==> config.mk <==
export PLATFORM = sky130hd
export DESIGN_NAME = hpv_front
export DESIGN_NICKNAME = d
export VERILOG_FILES = /design/src/hw/rtl/hpv_pkg.sv /design/src/hw/rtl/hpv_front.sv
export SDC_FILE = /design/constraint.sdc
export NUM_CORES = 2
export LEC_CHECK = 0
export ABC_AREA = 1
export ABC_CLOCK_PERIOD_IN_PS = 11600
export CAP_MARGIN = 15
export CORE_MARGIN = 4
export CORE_UTILIZATION = 35
export CTS_BUF_LIST = sky130_fd_sc_hd__clkbuf_8
export CTS_CLUSTER_SIZE = 20
export DETAILED_ROUTE_END_ITERATION = 8
export DONT_BUFFER_PORTS = 1
export GPL_TIMING_DRIVEN = 0
export PLACE_DENSITY = 0.58
export SYNTH_ARGS = -nofsm -noshare
export SYNTH_HDL_FRONTEND = slang
export SYNTH_SLANG_ARGS = --single-unit
==> constraint.sdc <==
create_clock -name i_clk -period 11.6 [get_ports i_clk]
set_input_delay 1.74 -clock i_clk [delete_from_list [all_inputs] [get_ports i_clk]]
set_output_delay 1.74 -clock i_clk [all_outputs]
set_load 0.05 [all_outputs]
==> src/hw/rtl/hpv_pkg.sv <==
// Shared types, constants and the arctangent table for the heading/pitch block.
`timescale 1ns / 1ps
package hpv_pkg;
    localparam int MaxStages = 32;
    localparam logic signed [31:0] PI_Q28      = 32'sd843314857;
    localparam logic signed [31:0] PI_DIV_2_Q28 = 32'sd421657428;

    // Heading selection codes decided by the front end
    typedef enum logic [1:0] {
        H_ZERO  = 2'd0,
        H_CONST = 2'd1,
        H_NEG   = 2'd2,
        H_POS   = 2'd3
    } t_hmode;

    typedef enum logic [1:0] {
        P_ZERO  = 2'd0,
        P_CONST = 2'd1,
        P_CORD  = 2'd2
    } t_pmode;

    // Classified item handed from front to back
    typedef struct packed {
        t_hmode             hmode;
        t_pmode             pmode;
        logic signed [31:0] hconst;
        logic signed [31:0] pconst;
        logic signed [32:0] hn;   // heading atan2 numerator
        logic        [32:0] hd;   // heading atan2 denominator (>= 0)
        logic signed [31:0] y;
        logic        [65:0] sq_sum;
    } t_cls;

    function automatic logic signed [31:0] atan_q30(input int i);
        logic signed [31:0] r;
        unique case (i)
            0: r = 32'sd843314856;   1: r = 32'sd497837829;
            2: r = 32'sd263043836;   3: r = 32'sd133525158;
            4: r = 32'sd67021686;    5: r = 32'sd33543515;
            6: r = 32'sd16775850;    7: r = 32'sd8388437;
            8: r = 32'sd4194282;     9: r = 32'sd2097149;
            10: r = 32'sd1048575;    11: r = 32'sd524287;
            12: r = 32'sd262143;     13: r = 32'sd131071;
            14: r = 32'sd65535;      15: r = 32'sd32767;
            16: r = 32'sd16383;      17: r = 32'sd8191;
            18: r = 32'sd4095;       19: r = 32'sd2047;
            20: r = 32'sd1023;       21: r = 32'sd511;
            22: r = 32'sd255;        23: r = 32'sd127;
            24: r = 32'sd63;         25: r = 32'sd31;
            26: r = 32'sd15;         27: r = 32'sd7;
            28: r = 32'sd3;          29: r = 32'sd1;
            default: r = 32'sd0;
        endcase
        return r;
    endfunction
endpackage

==> src/hw/rtl/hpv_front.sv <==
// Front end: zero tests, case classification and the squared hypotenuse.
`timescale 1ns / 1ps
module hpv_front (
    input  logic               i_clk,
    input  logic               i_rst_n,
    input  logic               i_valid,
    output logic               o_ready,
    input  logic signed [31:0] i_x,
    input  logic signed [31:0] i_y,
    input  logic signed [31:0] i_z,
    input  logic [15:0]        i_eps,
    output logic               o_valid,
    input  logic               i_ready,
    output hpv_pkg::t_cls      o_cls
);
    // stage 1: magnitudes and zero tests; stage 2: squares (32x32 each) and class
    logic               r_v1, r_v2;
    logic [31:0]        r_ax, r_az;
    logic               r_zx, r_zz, r_zy;
    logic signed [31:0] r_x, r_y, r_z;
    hpv_pkg::t_cls      r_cls;
    logic               adv1, adv2;
    logic               zx, zy, zz;
    logic [31:0]        ax, ay, az;
    logic [63:0]        sq_x, sq_z;
    hpv_pkg::t_cls      n_cls;

    assign ax = i_x[31] ? 32'(-i_x) : 32'(i_x);
    assign ay = i_y[31] ? 32'(-i_y) : 32'(i_y);
    assign az = i_z[31] ? 32'(-i_z) : 32'(i_z);
    assign zx = (i_x == 0) || (ax < {16'd0, i_eps});
    assign zy = (i_y == 0) || (ay < {16'd0, i_eps});
    assign zz = (i_z == 0) || (az < {16'd0, i_eps});

    assign sq_x = r_ax * r_ax;
    assign sq_z = r_az * r_az;

    assign adv2   = !r_v2 || i_ready;
    assign adv1   = !r_v1 || adv2;
    assign o_ready = adv1;
    assign o_valid = r_v2;
    assign o_cls   = r_cls;

    always_ff @(posedge i_clk) begin
        if (!i_rst_n) begin
            r_v1 <= 1'b0;
            r_v2 <= 1'b0;
        end else begin
            if (adv1) r_v1 <= i_valid;
            if (adv2) r_v2 <= r_v1;
        end
        if (adv1 && i_valid) begin
            r_ax <= ax; r_az <= az;
            r_zx <= zx; r_zy <= zy; r_zz <= zz;
            r_x <= i_x; r_y <= i_y; r_z <= i_z;
        end
        if (adv2 && r_v1) r_cls <= n_cls;
    end

    always_comb begin
        n_cls = '0;
        n_cls.y      = r_y;
        n_cls.sq_sum = 66'(sq_x) + 66'(sq_z);
        if (r_zx && r_zz) begin
            n_cls.hmode = hpv_pkg::H_ZERO;
            if (r_zy) begin
                n_cls.pmode = hpv_pkg::P_ZERO;
            end else begin
                n_cls.pmode  = hpv_pkg::P_CONST;
                n_cls.pconst = r_y[31] ? -hpv_pkg::PI_DIV_2_Q28 : hpv_pkg::PI_DIV_2_Q28;
            end
        end else begin
            n_cls.pmode = hpv_pkg::P_CORD;
            if (r_zz) begin
                n_cls.hmode  = hpv_pkg::H_CONST;
                n_cls.hconst = (!r_x[31] && r_x != 0) ? -hpv_pkg::PI_DIV_2_Q28
                                                      : hpv_pkg::PI_DIV_2_Q28;
            end else if (r_z[31]) begin
                n_cls.hmode = hpv_pkg::H_NEG;
                n_cls.hn    = -33'(r_x);
                n_cls.hd    = 33'(r_az);
            end else begin
                n_cls.hmode = hpv_pkg::H_POS;
                n_cls.hn    = 33'(r_x);
                n_cls.hd    = 33'(r_az);
            end
        end
    end
endmodule

==> qor.yml <==
fin_skew_ps: 114
drt-total-wl_um: 275000
htreeDepth: 2
dp_hpwl_um: 240000
cts_resized: 0
slowest_delay_ps: 830
postLayoutCellArea_sq_um: 80300
cts_buffers: 57
netlist_area_sq_um: 75000
gp_congestion: 0.993
syn_area_per_cell_sq_um: 8.89
layout_common_cells: "inv_1 (2889), fa_1 (1738), nand2_1 (1515), ha_1 (567), nor2_1 (375)"
cts_tree: "yes"
synthXorXnorAreaFrac: 0.0154
final_antenna_net_count: 0
ys_warn_count: 0
io_buffer_count: 0
layout.nets: 10900
crit_slowest_cell: "clkbuf_1"
fin_cells: 11400
critPathKind: "reg -> reg"
cp-start-kind: "flip-flop"
postLayoutCoreUtil: 0.378
min_period_ps: 10500
synth-compound-area-share: 0.0271
worst_path_most_repeated_cell: "fa_1"
grt_pass1_vias: 60800
synth_seq_cells: 305
grt_max_degree: 82
grt_pass1_wl_um: 401000
antenna_found_initial: 9
cap_viol_max_count: 0
setup_viol: 0
synth.area.mux_share: 0
die_area_sq_um: 222000
hold_viol_final: 0
fmax_mhz: 95.2
grt_use_total: 0.250
start_util: 0.353
max_slew_margin: 0.103
ios: 350
status: "finished clean"
ctsRootBufferMaster: "clkbuf_8"
synth_top_family_by_area: "adder cells"
drc: 0
drt_iter0_markers: 4039
area_growth_pct: 7.04
clockBufferDepth: 3
cts_num_sinks: 305
fp.dieW_um: 471
layout-drive-gt1-share: 0.0252
synth_cell_types: 49
core_sq_um: 213000
crit_path_end_kind: "flip-flop"
rsz0062_at_grt: "no"
busiest_layer: "met2"
hold_path_class: "reg -> reg"
vias: 55300
critPathMaxFanout: 10
slew_violations: 0
place_inst: 11300
final_common_cell: "inv_1"
synth_fa_ha_area_frac: 0.559
fp-row-count: 169
use_met1: 0.305
wl_per_cell_um: 24.2
gr-total-overflow: 0
worst-endpoint-arrival_ps: 11050
postCtsSetupBuffers: 0
yosysSeqAreaShare: 0.122
hold_buffers: 0
die_height_um: 471
vias_per_cell: 4.86
required_ps: 12140
min_period_over_period: 0.905
met2_usage: 0.416
clk_pin_slew_worst_paths_ps: 60
drt_pre_antenna_iters: 6
worst_pin_slew_ps: 1350
synthSimpleGateAreaFrac: 0.115
worst_skew_pair.late_latency_ps: 870
placed_area_sq_um: 78900
synth_cells: 8437
grtUsageMet3: 0.0631
layer usage:
| layer | share of wire | vias to the layer above |
|---|---|---|
| met5 | 0 | - |
| met4 | 0.056 | 0 |
| met3 | 0.096 | 485 |
| li1 | - | 24000 |
| met2 | 0.48 | 2449 |
| met1 | 0.37 | 28400 |
worst max-delay path, delay by kind of cell, from the launching register on:
family / cells / cell delay [ps]
AOI/OAI and AO/OA: 2 / 820
adders and majority gates: 11 / 5570
buffers and inverters: 8 / 1860
DFF: 1 / 770
and+or+nand+nor: 7 / 1170
registers in the layout, indices dropped and copies added, names as in the netlist:
register,flops
o_cls,172
r_ax,32
r_az,32
r_y,32
r_x,31
o_valid,1
r_v1,1
r_z,1
r_zx,1
r_zy,1
r_zz,1
cells in the mapped netlist, drive strengths merged:
| master | number | share of area |
|---|---|---|
| or4 | 1 | 0.00010 |
| nand4 | 29 | 0.0026 |
| o21bai | 21 | 0.0021 |
| conb | 1 | 0.000050 |
| fa | 1738 | 0.46 |
| nand3 | 155 | 0.011 |
| o211ai | 3 | 0.00030 |
| o21ai | 121 | 0.0083 |
| nor2 | 388 | 0.020 |
| and2 | 1 | 0.000083 |
| a31o | 3 | 0.00035 |
| o21a | 8 | 0.00080 |
| o31ai | 4 | 0.00040 |
| or2 | 5 | 0.00042 |
| a21oi | 168 | 0.011 |
| nand2b | 1 | 0.000083 |
| nor4b | 1 | 0.00012 |
| a21o | 20 | 0.0020 |
| nor3 | 42 | 0.0032 |
| xor2 | 90 | 0.011 |
| ha | 567 | 0.095 |
| a21boi | 4 | 0.00040 |
| a31oi | 10 | 0.00083 |
| buf | 73 | 0.0068 |
| nand2 | 1523 | 0.076 |
| nor3b | 1 | 0.00010 |
| o2111ai | 1 | 0.00012 |
| nor4 | 6 | 0.00050 |
| inv | 2877 | 0.14 |
| a211oi | 1 | 0.00010 |
| nand3b | 11 | 0.0011 |
| xnor2 | 42 | 0.0049 |
| edfxtp | 303 | 0.12 |
| clkbuf | 216 | 0.011 |
| dfxtp | 2 | 0.00053 |
cell families after synthesis:
| family | count (synthesis) |
|---|---|
| buffers and inverters | 3166 |
| adders and majority gates | 2305 |
| and+or+nand+nor | 2164 |
| AOI/OAI and AO/OA | 364 |
| DFF | 305 |
| xor gates and xnor gates | 132 |
| other | 1 |
final timing paths:
check        startpoint  slack, ps   endpoint  depth (start not counted)
max             r_az[5]       1100  o_cls[51]                         28
min              r_y[7]        420  o_cls[73]                          0
max reg2reg     r_az[5]       1100  o_cls[51]                         28
min reg2reg      r_y[7]        420  o_cls[73]                          0
metrics by stage:
stage / setup WS [ps] / TNS [ps] / hold WS (ps)
after floorplan: 806 / 0 / 400
after global placement: -4750 / -799280 / 401
after detailed placement: 1330 / 0 / 405
after CTS: 1320 / 0 / 416
after global routing: 937 / 0 / 423
final: 1100 / 0 / 416
cell type report:
type,instances,area [sq um]
Antenna cell,8,20.0
Buffer,289,1330
Clock buffer,62,853
Clock inverter,43,500
Fill cell,21800,132000
Inverter,2877,10800
Multi-Input combinational cell,4972,53800
Sequential cell,305,9140
Tap cell,2821,3530
Timing Repair Buffer,18,334
Power is not shown: default switching activity piles up to over one toggle a cycle in this logic, so the estimate is an artifact.
