==> src/hw/rtl/hpv_fifo.sv <==
// Short skid queue between front and back end.
`timescale 1ns / 1ps
module hpv_fifo #(
    parameter int WIDTH = 8
) (
    input  logic             i_clk,
    input  logic             i_rst_n,
    input  logic             i_valid,
    output logic             o_ready,
    input  logic [WIDTH-1:0] i_data,
    output logic             o_valid,
    input  logic             i_ready,
    output logic [WIDTH-1:0] o_data
);
    logic [WIDTH-1:0] r_mem [2];
    logic             r_wp, r_rp;
    logic [1:0]       r_cnt;
    logic             wr, rd;
    assign o_ready = r_cnt != 2'd2;
    assign o_valid = r_cnt != 2'd0;
    assign o_data  = r_mem[r_rp];
    assign wr = i_valid && o_ready;
    assign rd = o_valid && i_ready;
    always_ff @(posedge i_clk) begin
        if (!i_rst_n) begin
            r_wp <= 1'b0; r_rp <= 1'b0; r_cnt <= 2'd0;
        end else begin
            if (wr) r_wp <= !r_wp;
            if (rd) r_rp <= !r_rp;
            r_cnt <= r_cnt + 2'(wr) - 2'(rd);
        end
        if (wr) r_mem[r_wp] <= i_data;
    end
endmodule

==> config.mk <==
export PLATFORM = sky130hd
export DESIGN_NAME = hpv_fifo
export DESIGN_NICKNAME = d
export VERILOG_FILES = /design/src/hw/rtl/hpv_fifo.sv
export SDC_FILE = /design/constraint.sdc
export NUM_CORES = 1
export LEC_CHECK = 0
export ABC_CLOCK_PERIOD_IN_PS = 1890
export BUFFER_PORTS_ARGS = -buffer_cell sky130_fd_sc_hd__clkbuf_2
export CORE_MARGIN = 2
export CORE_UTILIZATION = 45
export CTS_CLUSTER_SIZE = 24
export DETAILED_ROUTE_END_ITERATION = 10
export HOLD_SLACK_MARGIN = 0.15
export PLACE_DENSITY = 0.8
export SLEW_MARGIN = 25
export SYNTH_ARGS = -nofsm -noshare
export SYNTH_HDL_FRONTEND = slang
export SYNTH_SLANG_ARGS = --single-unit
export TNS_END_PERCENT = 20
==> constraint.sdc <==
create_clock -name i_clk -period 1.89 [get_ports i_clk]
set_input_delay 0.189 -clock i_clk [delete_from_list [all_inputs] [get_ports i_clk]]
set_output_delay 0.189 -clock i_clk [all_outputs]
set_load 0.02 [all_outputs]
==> results of run 1 <==
[layer usage]
layer	part of all wire	routed length, µm
met1	0.38	549
met2	0.57	819
met3	0.033	47
met4	0.012	17
met5	0	0
[power breakdown]
part           leakage [µW]  internal [µW]  switching [µW]
clock network     0.0000150           82.1             119
registers          0.000191            564            48.5
logic              0.000234            156             178
[per-stage QoR]
stage | instances | hold slack, ns | total power (µW) | setup slack (ns) | instance area [µm²]
CTS | 113 | 0.260 | 1160 | 0.281 | 1080
global placement | 100 | 0.378 | 928 | 0.524 | 967
floorplan | 55 | 0.288 | 843 | 0.543 | 836
global route | 113 | 0.254 | 1220 | 0.236 | 1080
finish | 113 | 0.278 | 1150 | 0.303 | 1080
detailed placement | 100 | 0.383 | 945 | 0.357 | 967
[path summary, 6_finish.rpt]
| path | cells past startpoint | to | slack [ns] | start |
|---|---|---|---|---|
| worst min register to register | 2 | register | 0.52 | r_rp |
| worst min-delay path | 3 | r_wp | 0.28 | i_valid |
| worst max register to register | 6 | r_cnt[1] | 0.34 | r_cnt[1] |
| worst max-delay path | 2 | o_data[5] | 0.30 | register |
[state kept, by name, summed over array words and instances (netlist names), named ones only]
name and flops:
r_rp 1, r_cnt 2, r_wp 1, r_mem 16
[tightest hold or removal path, stage by stage]
cell	delay, ns
clkbuf_2	0.14
nand3b_1	0.13
a21oi_1	0.07
[cell type report]
type | instances | area, µm² | area share
inverters | 2 | 7.51 | 0.00693
flip-flops and latches | 21 | 581 | 0.536
clock buffers | 4 | 26.3 | 0.0242
multi-input cells | 31 | 243 | 0.224
repair buffers | 30 | 195 | 0.180
well taps | 25 | 31.3 | 0.0289
[kinds of logic after synthesis]
| kind of cell | Yosys count | share of synthesized area |
|---|---|---|
| AND/OR/NAND/NOR | 15 | 0.105 |
| XOR/XNOR | 1 | 0.0105 |
| AO/OA/AOI/OAI | 6 | 0.0524 |
| adder cells (fa/ha/maj) | 1 | 0.0150 |
| buffers and inverters | 3 | 0.0150 |
| multiplexers | 8 | 0.108 |
| flip-flops | 21 | 0.695 |
[cell usage in the layout (no fill, tap or decap), drive strengths merged, types with 2 or more instances in the layout]
cell / instances
clkbuf: 25
nor2: 4
o21ai: 2
mux2: 8
inv: 2
dfxtp: 5
and3: 2
dlygate4sd3: 9
edfxtp: 16
[what timing repair did]
| action | CTS | global route |
|---|---|---|
| endpoints found under the hold margin | 17 | 0 |
| setup buffers | 0 | 0 |
| hold buffers | 9 | 0 |
| endpoints found under the setup margin | 0 | 0 |
==> metrics.md, run 1 <==
| Metric | Value |
|---|---|
| Yosys top cell area share | `0.575` |
| Starting density of the core | `0.479` |
| Worst skew pair latency | `0.29 ns` |
| Dpl hpwl | `about 1.0 mm` |
| Met1 Track Usage GR | `0.128` |
| Layout cells sized above 1 | `0.398` |
| Wire per inst | `12.7 µm` |
| Worst Skew | `~0.0038 ns` |
| WP data required | `approximately 1.7 ns` |
| Antenna Nets Post-Route | `0` |
| Final nets | `approximately 100` |
| Unrepaired setup endpoints after global routing | `no` |
| Synth Register Bits | `21` |
| Fmax | `630 MHz` |
| Die Wd | `approximately 47 µm` |
| Setup TNS | `0 ns` |
| Distinct cells, synth | `23` |
| Die area | `roughly 2200 µm²` |
| Area Growth Syn to Fin | `29.6%` |
| Vias | `536` |
| First-iteration detailed-routing DRC count | `10` |
| Critical path buffer and inverter count | `1` |
| Outcome | `finished clean` |
| Total congestion overflow | `0` |
| Max Slew Vio Count | `0` |
| Initial antenna violation count | `0` |
| Lkg Pwr | `~0.00044 µW` |
| # DRC | `0` |
| Buffers on Ports | `21` |
| Main synth FF type | `edfxtp_1` |
| CTS-repair resized insts | `0` |
| Sink Count | `21` |
| Number of I/O pins | `22` |
| Final Core Density | `0.621` |
| Sequential element share of the synthesized area | `0.695` |
| Drt first pass iters | `2` |
| Met3 GRT Util | `0.0346` |
| H-tree Lvls | `1` |
| Max-Cap Viols | `0` |
| Longest Clk Path Bufs | `2` |
| CP Max Fanout | `8` |
| Largest net degree at the start of global routing | `12` |
| CP max stage cell | `dfxtp_1` |
| Row count | `15` |
| Core Area | `1750 µm²` |
| Routability cong. | `about 0.69` |
| Die Y-Extent | `~47 µm` |
| Setup-failing EPs final | `0` |
| GRT Total Usage | `0.148` |
| Vias in the first global route | `516` |
| CTS tree | `built` |
| Worst path max stage delay | `approximately 0.55 ns` |
| # diodes | `0` |
| Tightest Hold Check Type | `input port to register` |
| VDD IR max | `approximately 640 µV` |
| Top Family by Delay on Critical Path | `flip-flops` |
| Vias per cell | `4.74` |
| Leading area contributor after synthesis | `edfxtp_1` |
| Post-Route WL | `around 1.4 mm` |
| Pwr dens | `about 1100 nW/µm²` |
| Syn nets | `68` |
| Synthesized area per cell | `~15 µm²` |
| CTS Root Cell | `clkbuf_4` |
| Final worst path period need | `1.59 ns` |
| Critical path type | `register to output port` |
| CP Launch Type | `register` |
| Worst-path clk slew | `around 0.1 ns` |
| Synth area leaders | `edfxtp_1 57%, dfxtp_1 12%, mux2_2 11%` |
| Synth Cell Area | `~840 µm²` |
| Number of synthesized flops with an enable pin | `16` |
| Worst Tran Pin Value | `between 0.3 and 0.4 ns` |
| CTS buffer count | `3` |
| Synth warnings | `0` |
| FFs w/ async S/R, synth | `0` |
| GR peak layer | `met2` |
| Crit. End Element | `output port` |
| Worst path cell trace | `mux2_2 -> clkbuf_2` |
| Hold Fails Final Rpt | `0` |
| Fillers | `around 150` |
| Slew headroom | `0.742` |
| First-pass GRT wire length | `a little over 2 mm` |
| Post-Syn Instances | `55` |
| Final Cycle Share | `0.840` |
| Critical Path AT | `roughly 1.4 ns` |
| GR Util met2 | `0.282` |
| Synth cell count leaders | `16 x edfxtp_1, 8 x mux2_2, 5 x dfxtp_1, 4 x nor2_1` |
| Most common cell in the netlist | `edfxtp_1` |
Power figures use the tool's default switching activity.
==> inputs of run 2 (changes only) <==
ABC_CLOCK_PERIOD_IN_PS = 1600   (was 1890)
clock period = 1.6 ns   (was 1.89 ns; I/O delays follow)
==> metrics.md, run 2 (synthesis gave the netlist of run 1 again) <==
| Metric | Value |
|---|---|
| Outcome | `finished clean` |
| Die Y-Extent | `roughly 47 µm` |
| Worst-path clk slew | `between 0.1 and 0.15 ns` |
| # diodes | `0` |
| CP max stage cell | `dfxtp_2` |
| Hold WS | `between 0.2 and 0.25 ns` |
| R2R Setup Slk | `0.08 ns` |
| Critical path buffer and inverter count | `0` |
| Top Registers | `r_mem x16, r_cnt x2` |
| H-tree Lvls | `1` |
| Final worst setup slack | `0.0835 ns` |
| Worst R2R End | `r_cnt[1]` |
| Setup-failing EPs final | `0` |
| Unrepaired setup endpoints after global routing | `no` |
| Fillers | `around 150` |
| Vias in the first global route | `528` |
| CTS buffer count | `3` |
| Starting density of the core | `0.479` |
| Hold wc startpoint | `i_valid` |
| Cell depth of the worst hold path | `3` |
| Initial antenna violation count | `0` |
| Lkg Pwr | `around 0.00044 µW` |
| Sink Count | `21` |
| Most frequent cells in the layout | `21 x clkbuf_2, 16 x edfxtp_1, 9 x dlygate4sd3_1` |
| Hold endpoint | `r_wp` |
| Biggest register | `r_mem` |
| Buffers on Ports | `21` |
| Place WS | `0.0669 ns` |
| Routability cong. | `0.687` |
| R2r worst-path depth | `6` |
| Worst path cell trace | `and2b_1 -> o21ba_2 -> nor2_1 -> ha_1 -> nor4_1 -> nor3_1` |
| Final worst path period need | `1.52 ns` |
| Drt first pass iters | `2` |
| Worst Skew | `0.00593 ns` |
| Area post-placement | `approximately 970 µm²` |
| CP Launch Type | `register` |
| Post-Route WL | `about 1.4 mm` |
| Core Area | `between 1500 and 2000 µm²` |
| Finished Cell Area | `approximately 1100 µm²` |
| Worst Tran Pin Value | `0.386 ns` |
| Dpl hpwl | `around 1000 µm` |
| CP Max Fanout | `7` |
| GRT Total Usage | `0.147` |
| Die Wd | `between 40 and 50 µm` |
| Cells after DPL | `100` |
| Vias per cell | `around 4.6` |
| Critical path type | `register to register` |
| Top Family by Delay on Critical Path | `simple AND/OR/NAND/NOR gates` |
| Max Slew Vio Count | `0` |
| WP data required | `about 1.8 ns` |
| Final nets | `roughly 100` |
| Pwr dens | `between 1000 and 1500 nW/µm²` |
| Final Cycle Share | `0.948` |
| CTS tree | `built` |
| Slew headroom | `0.739` |
| Total congestion overflow | `0` |
| Max-Cap Viols | `0` |
| Row count | `15` |
| # DRC | `0` |
| Worst skew pair latency | `0.29 ns` |
| Critical Path AT | `~1.7 ns` |
| Fmax | `approximately 660 MHz` |
| Crit. End Element | `register` |
| Setup TNS | `0 ns` |
| Worst path max stage delay | `0.39 ns` |
| Antenna Nets Post-Route | `0` |
| Commonest non-fill, non-tap cell in the layout | `clkbuf_2` |
| Tightest Hold Check Type | `input port to register` |
| Final cell count without fillers | `about 110` |
| Layout cells sized above 1 | `0.420` |
| First-pass GRT wire length | `between 2 and 2.5 mm` |
| First-iteration detailed-routing DRC count | `9` |
| Area Growth Syn to Fin | `29.9%` |
| Number of I/O pins | `22` |
| Die area | `roughly 2200 µm²` |
| Largest net degree at the start of global routing | `12` |
| Wire per inst | `about 13 µm` |
| CTS Root Cell | `clkbuf_4` |
| Longest Clk Path Bufs | `2` |
| Hold Fails Final Rpt | `0` |
| Max FFs per register | `16` |
| Worst r2r src | `r_cnt[1]` |
| VDD IR max | `632 µV` |
| Vias | `between 500 and 600` |
run 2: cell counts in the layout (fill, tap and decap cells not counted):
Identical to the previous run, type by type.
run 2: how the worst max path moves through the flow:
stage | start | endpoint | slack (ns) | cells after the start
floorplan | r_cnt[0] | r_mem[1][0] | 0.25 | 2
global placement | r_cnt[1] | r_cnt[1] | 0.23 | 6
detailed placement | r_cnt[1] | r_cnt[1] | 0.07 | 6
CTS | register | o_data[2] | 0.04 | 2
global route | r_cnt[1] | r_cnt[1] | 0.04 | 6
finish | r_cnt[1] | r_cnt[1] | 0.08 | 6
run 2: tightest hold or removal path: stages:
cell,delay (ns)
clkbuf_2,0.13
nand3b_1,0.11
a21oi_1,0.06
run 2: layout make-up:
cell class	count	area (µm²)	share of cell area
clock buffer	4	26.3	0.0242
inverter	2	7.51	0.00691
multi-input combinational	31	243	0.224
sequential	21	583	0.537
tap	25	31.3	0.0288
timing repair buffer	30	195	0.180
run 2: power by group:
part / total, µW / internal (µW) / leakage [µW] / switching, µW
clock network: 239 / 96.9 / 0.0000150 / 142
logic: 393 / 185 / 0.000234 / 208
registers: 727 / 669 / 0.000192 / 57.7
run 2: repair_timing:
item / 4_1_cts / 5_1_grt
setup buffers: 0 / 0
hold endpoints to repair: 17 / 0
hold buffers: 9 / 0
gates resized for setup: 0 / 2
setup endpoints to repair: 0 / 8
run 2: per-stage QoR:
step / utilization / total power (µW)
floorplan: - / 996
global placement: 0.554 / 1100
detailed placement: 0.554 / 1120
CTS: 0.621 / 1360
global route: 0.622 / 1440
finish: 0.622 / 1360
run 2: layer usage:
metal  global-route usage  vias to the layer above  routed length (µm)
met5                    0                        -                   0
met4                0.100                        0                  37
met3               0.0385                        4                  66
met2                0.285                       13                 779
met1                0.128                      237                 549
li1                     -                      269                   -
==> inputs of run 3 (changes only) <==
CORE_MARGIN = default   (was 2)
==> metrics.md, run 3 (synthesis gave the netlist of run 1 again) <==
| Metric | Value |
|---|---|
| Worst Skew | `between 0.004 and 0.005 ns` |
| Vias | `535` |
| Area Growth Syn to Fin | `30.1%` |
| Worst Tran Pin Value | `around 0.38 ns` |
| Layout cells sized above 1 | `0.432` |
| Dpl hpwl | `~930 µm` |
| Post-Route WL | `1.35 mm` |
| Antenna Nets Post-Route | `0` |
| WP data required | `1.77 ns` |
| Core Area | `1730 µm²` |
| Drt first pass iters | `4` |
| First-iteration detailed-routing DRC count | `5` |
| Vias in the first global route | `around 520` |
| Buffers on Ports | `21` |
| Sink Count | `21` |
| Total congestion overflow | `0` |
| Vias per cell | `4.73` |
| Pwr Total | `1350 µW` |
| # diodes | `0` |
| Unrepaired setup endpoints after global routing | `no` |
| Final nets | `102` |
| Max FFs per register | `16` |
| Critical Path AT | `around 1.6 ns` |
| GRT Total Usage | `0.148` |
| Largest net degree at the start of global routing | `13` |
| Final Cycle Share | `0.885` |
| Critical path type | `register to register` |
| Number of I/O pins | `22` |
| # DRC | `0` |
| First-pass GRT wire length | `between 2 and 2.5 mm` |
| Crit. End Element | `register` |
| Max-Cap Viols | `0` |
| CTS tree | `built` |
| Initial antenna violation count | `0` |
| Worst-path clk slew | `about 0.11 ns` |
| Final cell count without fillers | `113` |
| Final Core Density | `0.630` |
| Longest Clk Path Bufs | `2` |
| H-tree Lvls | `1` |
| Die Y-Extent | `between 40 and 50 µm` |
| Wire per inst | `between 10 and 15 µm` |
| Biggest register | `r_mem` |
| Max Slew Vio Count | `0` |
| Tightest Hold Check Type | `input port to register` |
| Lkg Pwr | `around 0.00044 µW` |
| Slew headroom | `0.749` |
| VDD IR max | `approximately 840 µV` |
| Finished Cell Area | `1090 µm²` |
| Starting density of the core | `0.484` |
| Area post-placement | `slightly below 1000 µm²` |
| CTS Root Cell | `clkbuf_4` |
| Fmax | `just over 700 MHz` |
| Hold Fails Final Rpt | `0` |
| Cells after DPL | `100` |
| Outcome | `finished clean` |
| Commonest non-fill, non-tap cell in the layout | `clkbuf_2` |
| Row count | `15` |
| Routability cong. | `0.632` |
| Setup TNS | `0 ns` |
| CP Launch Type | `register` |
| Top Registers | `r_mem x16, r_cnt x2` |
| Worst skew pair latency | `between 0.2 and 0.3 ns` |
| Most frequent cells in the layout | `21 x clkbuf_2, 16 x edfxtp_1, 9 x dlygate4sd3_1` |
| CTS buffer count | `3` |
| CP Max Fanout | `7` |
| Die area | `2030 µm²` |
| Pwr dens | `between 1000 and 1500 nW/µm²` |
| Final worst path period need | `about 1.4 ns` |
| Setup-failing EPs final | `0` |
| Die Wd | `45.1 µm` |
==> run 3: cell types whose count changed in the layout (fill, tap and decap cells not counted) <==
cell / delta
clkbuf_1: -1
clkinv_2: +1
==> run 3: worst paths after layout <==
path                  from        to  slack [ns]  depth (start not counted)
setup / recovery  r_cnt[1]  r_cnt[1]        0.18                          6
hold / removal     i_ready  register        0.26                          4
setup reg to reg  r_cnt[1]  r_cnt[1]        0.18                          6
hold reg to reg       r_rp  register        0.52                          2
==> run 3: layout make-up <==
class / instances / area (µm²)
well taps: 25 / 31.3
multi-input cells: 31 / 243
flip-flops and latches: 21 / 583
clock inverters: 1 / 5.00
fillers: 146 / 639
inverters: 2 / 7.51
clock buffers: 3 / 22.5
repair buffers: 30 / 195
==> run 3: critical path: stages, from the launching register on <==
cell and delay [ns]:
dfxtp_2 0.38, and2b_1 0.17, o21ba_2 0.14, nor2_1 0.04, ha_1 0.20, nor4_1 0.29, nor3_1 0.08
==> run 3: repair_timing <==
item | in CTS | in global routing
setup endpoints to repair | 0 | 2
endpoints found under the hold margin | 18 | 0
resized for setup | 0 | 2
hold buffers | 9 | 0
buffers inserted | 0 | 0
==> run 3: per-layer routing <==
| layer | track usage | vias up | wire [µm] |
|---|---|---|---|
| met5 | 0 | - | 0 |
| li1 | - | 271 | - |
| met4 | 0.0545 | 0 | 0 |
| met3 | 0.0360 | 0 | 53 |
| met2 | 0.272 | 15 | 748 |
| met1 | 0.163 | 249 | 544 |
==> run 3: through the flow <==
stage	hold slack [ns]	setup slack, ns
finish	0.263	0.184
global route	0.263	0.0405
CTS	0.245	0.0585
detailed placement	0.353	0.149
global placement	0.349	0.253
floorplan	0.259	0.253
==> run 3: power breakdown <==
part / total [µW] / internal, µW / switching (µW)
registers: 726 / 669 / 56.3
logic: 391 / 186 / 204
clock network: 231 / 92.7 / 138
total: 1350 / 948 / 399
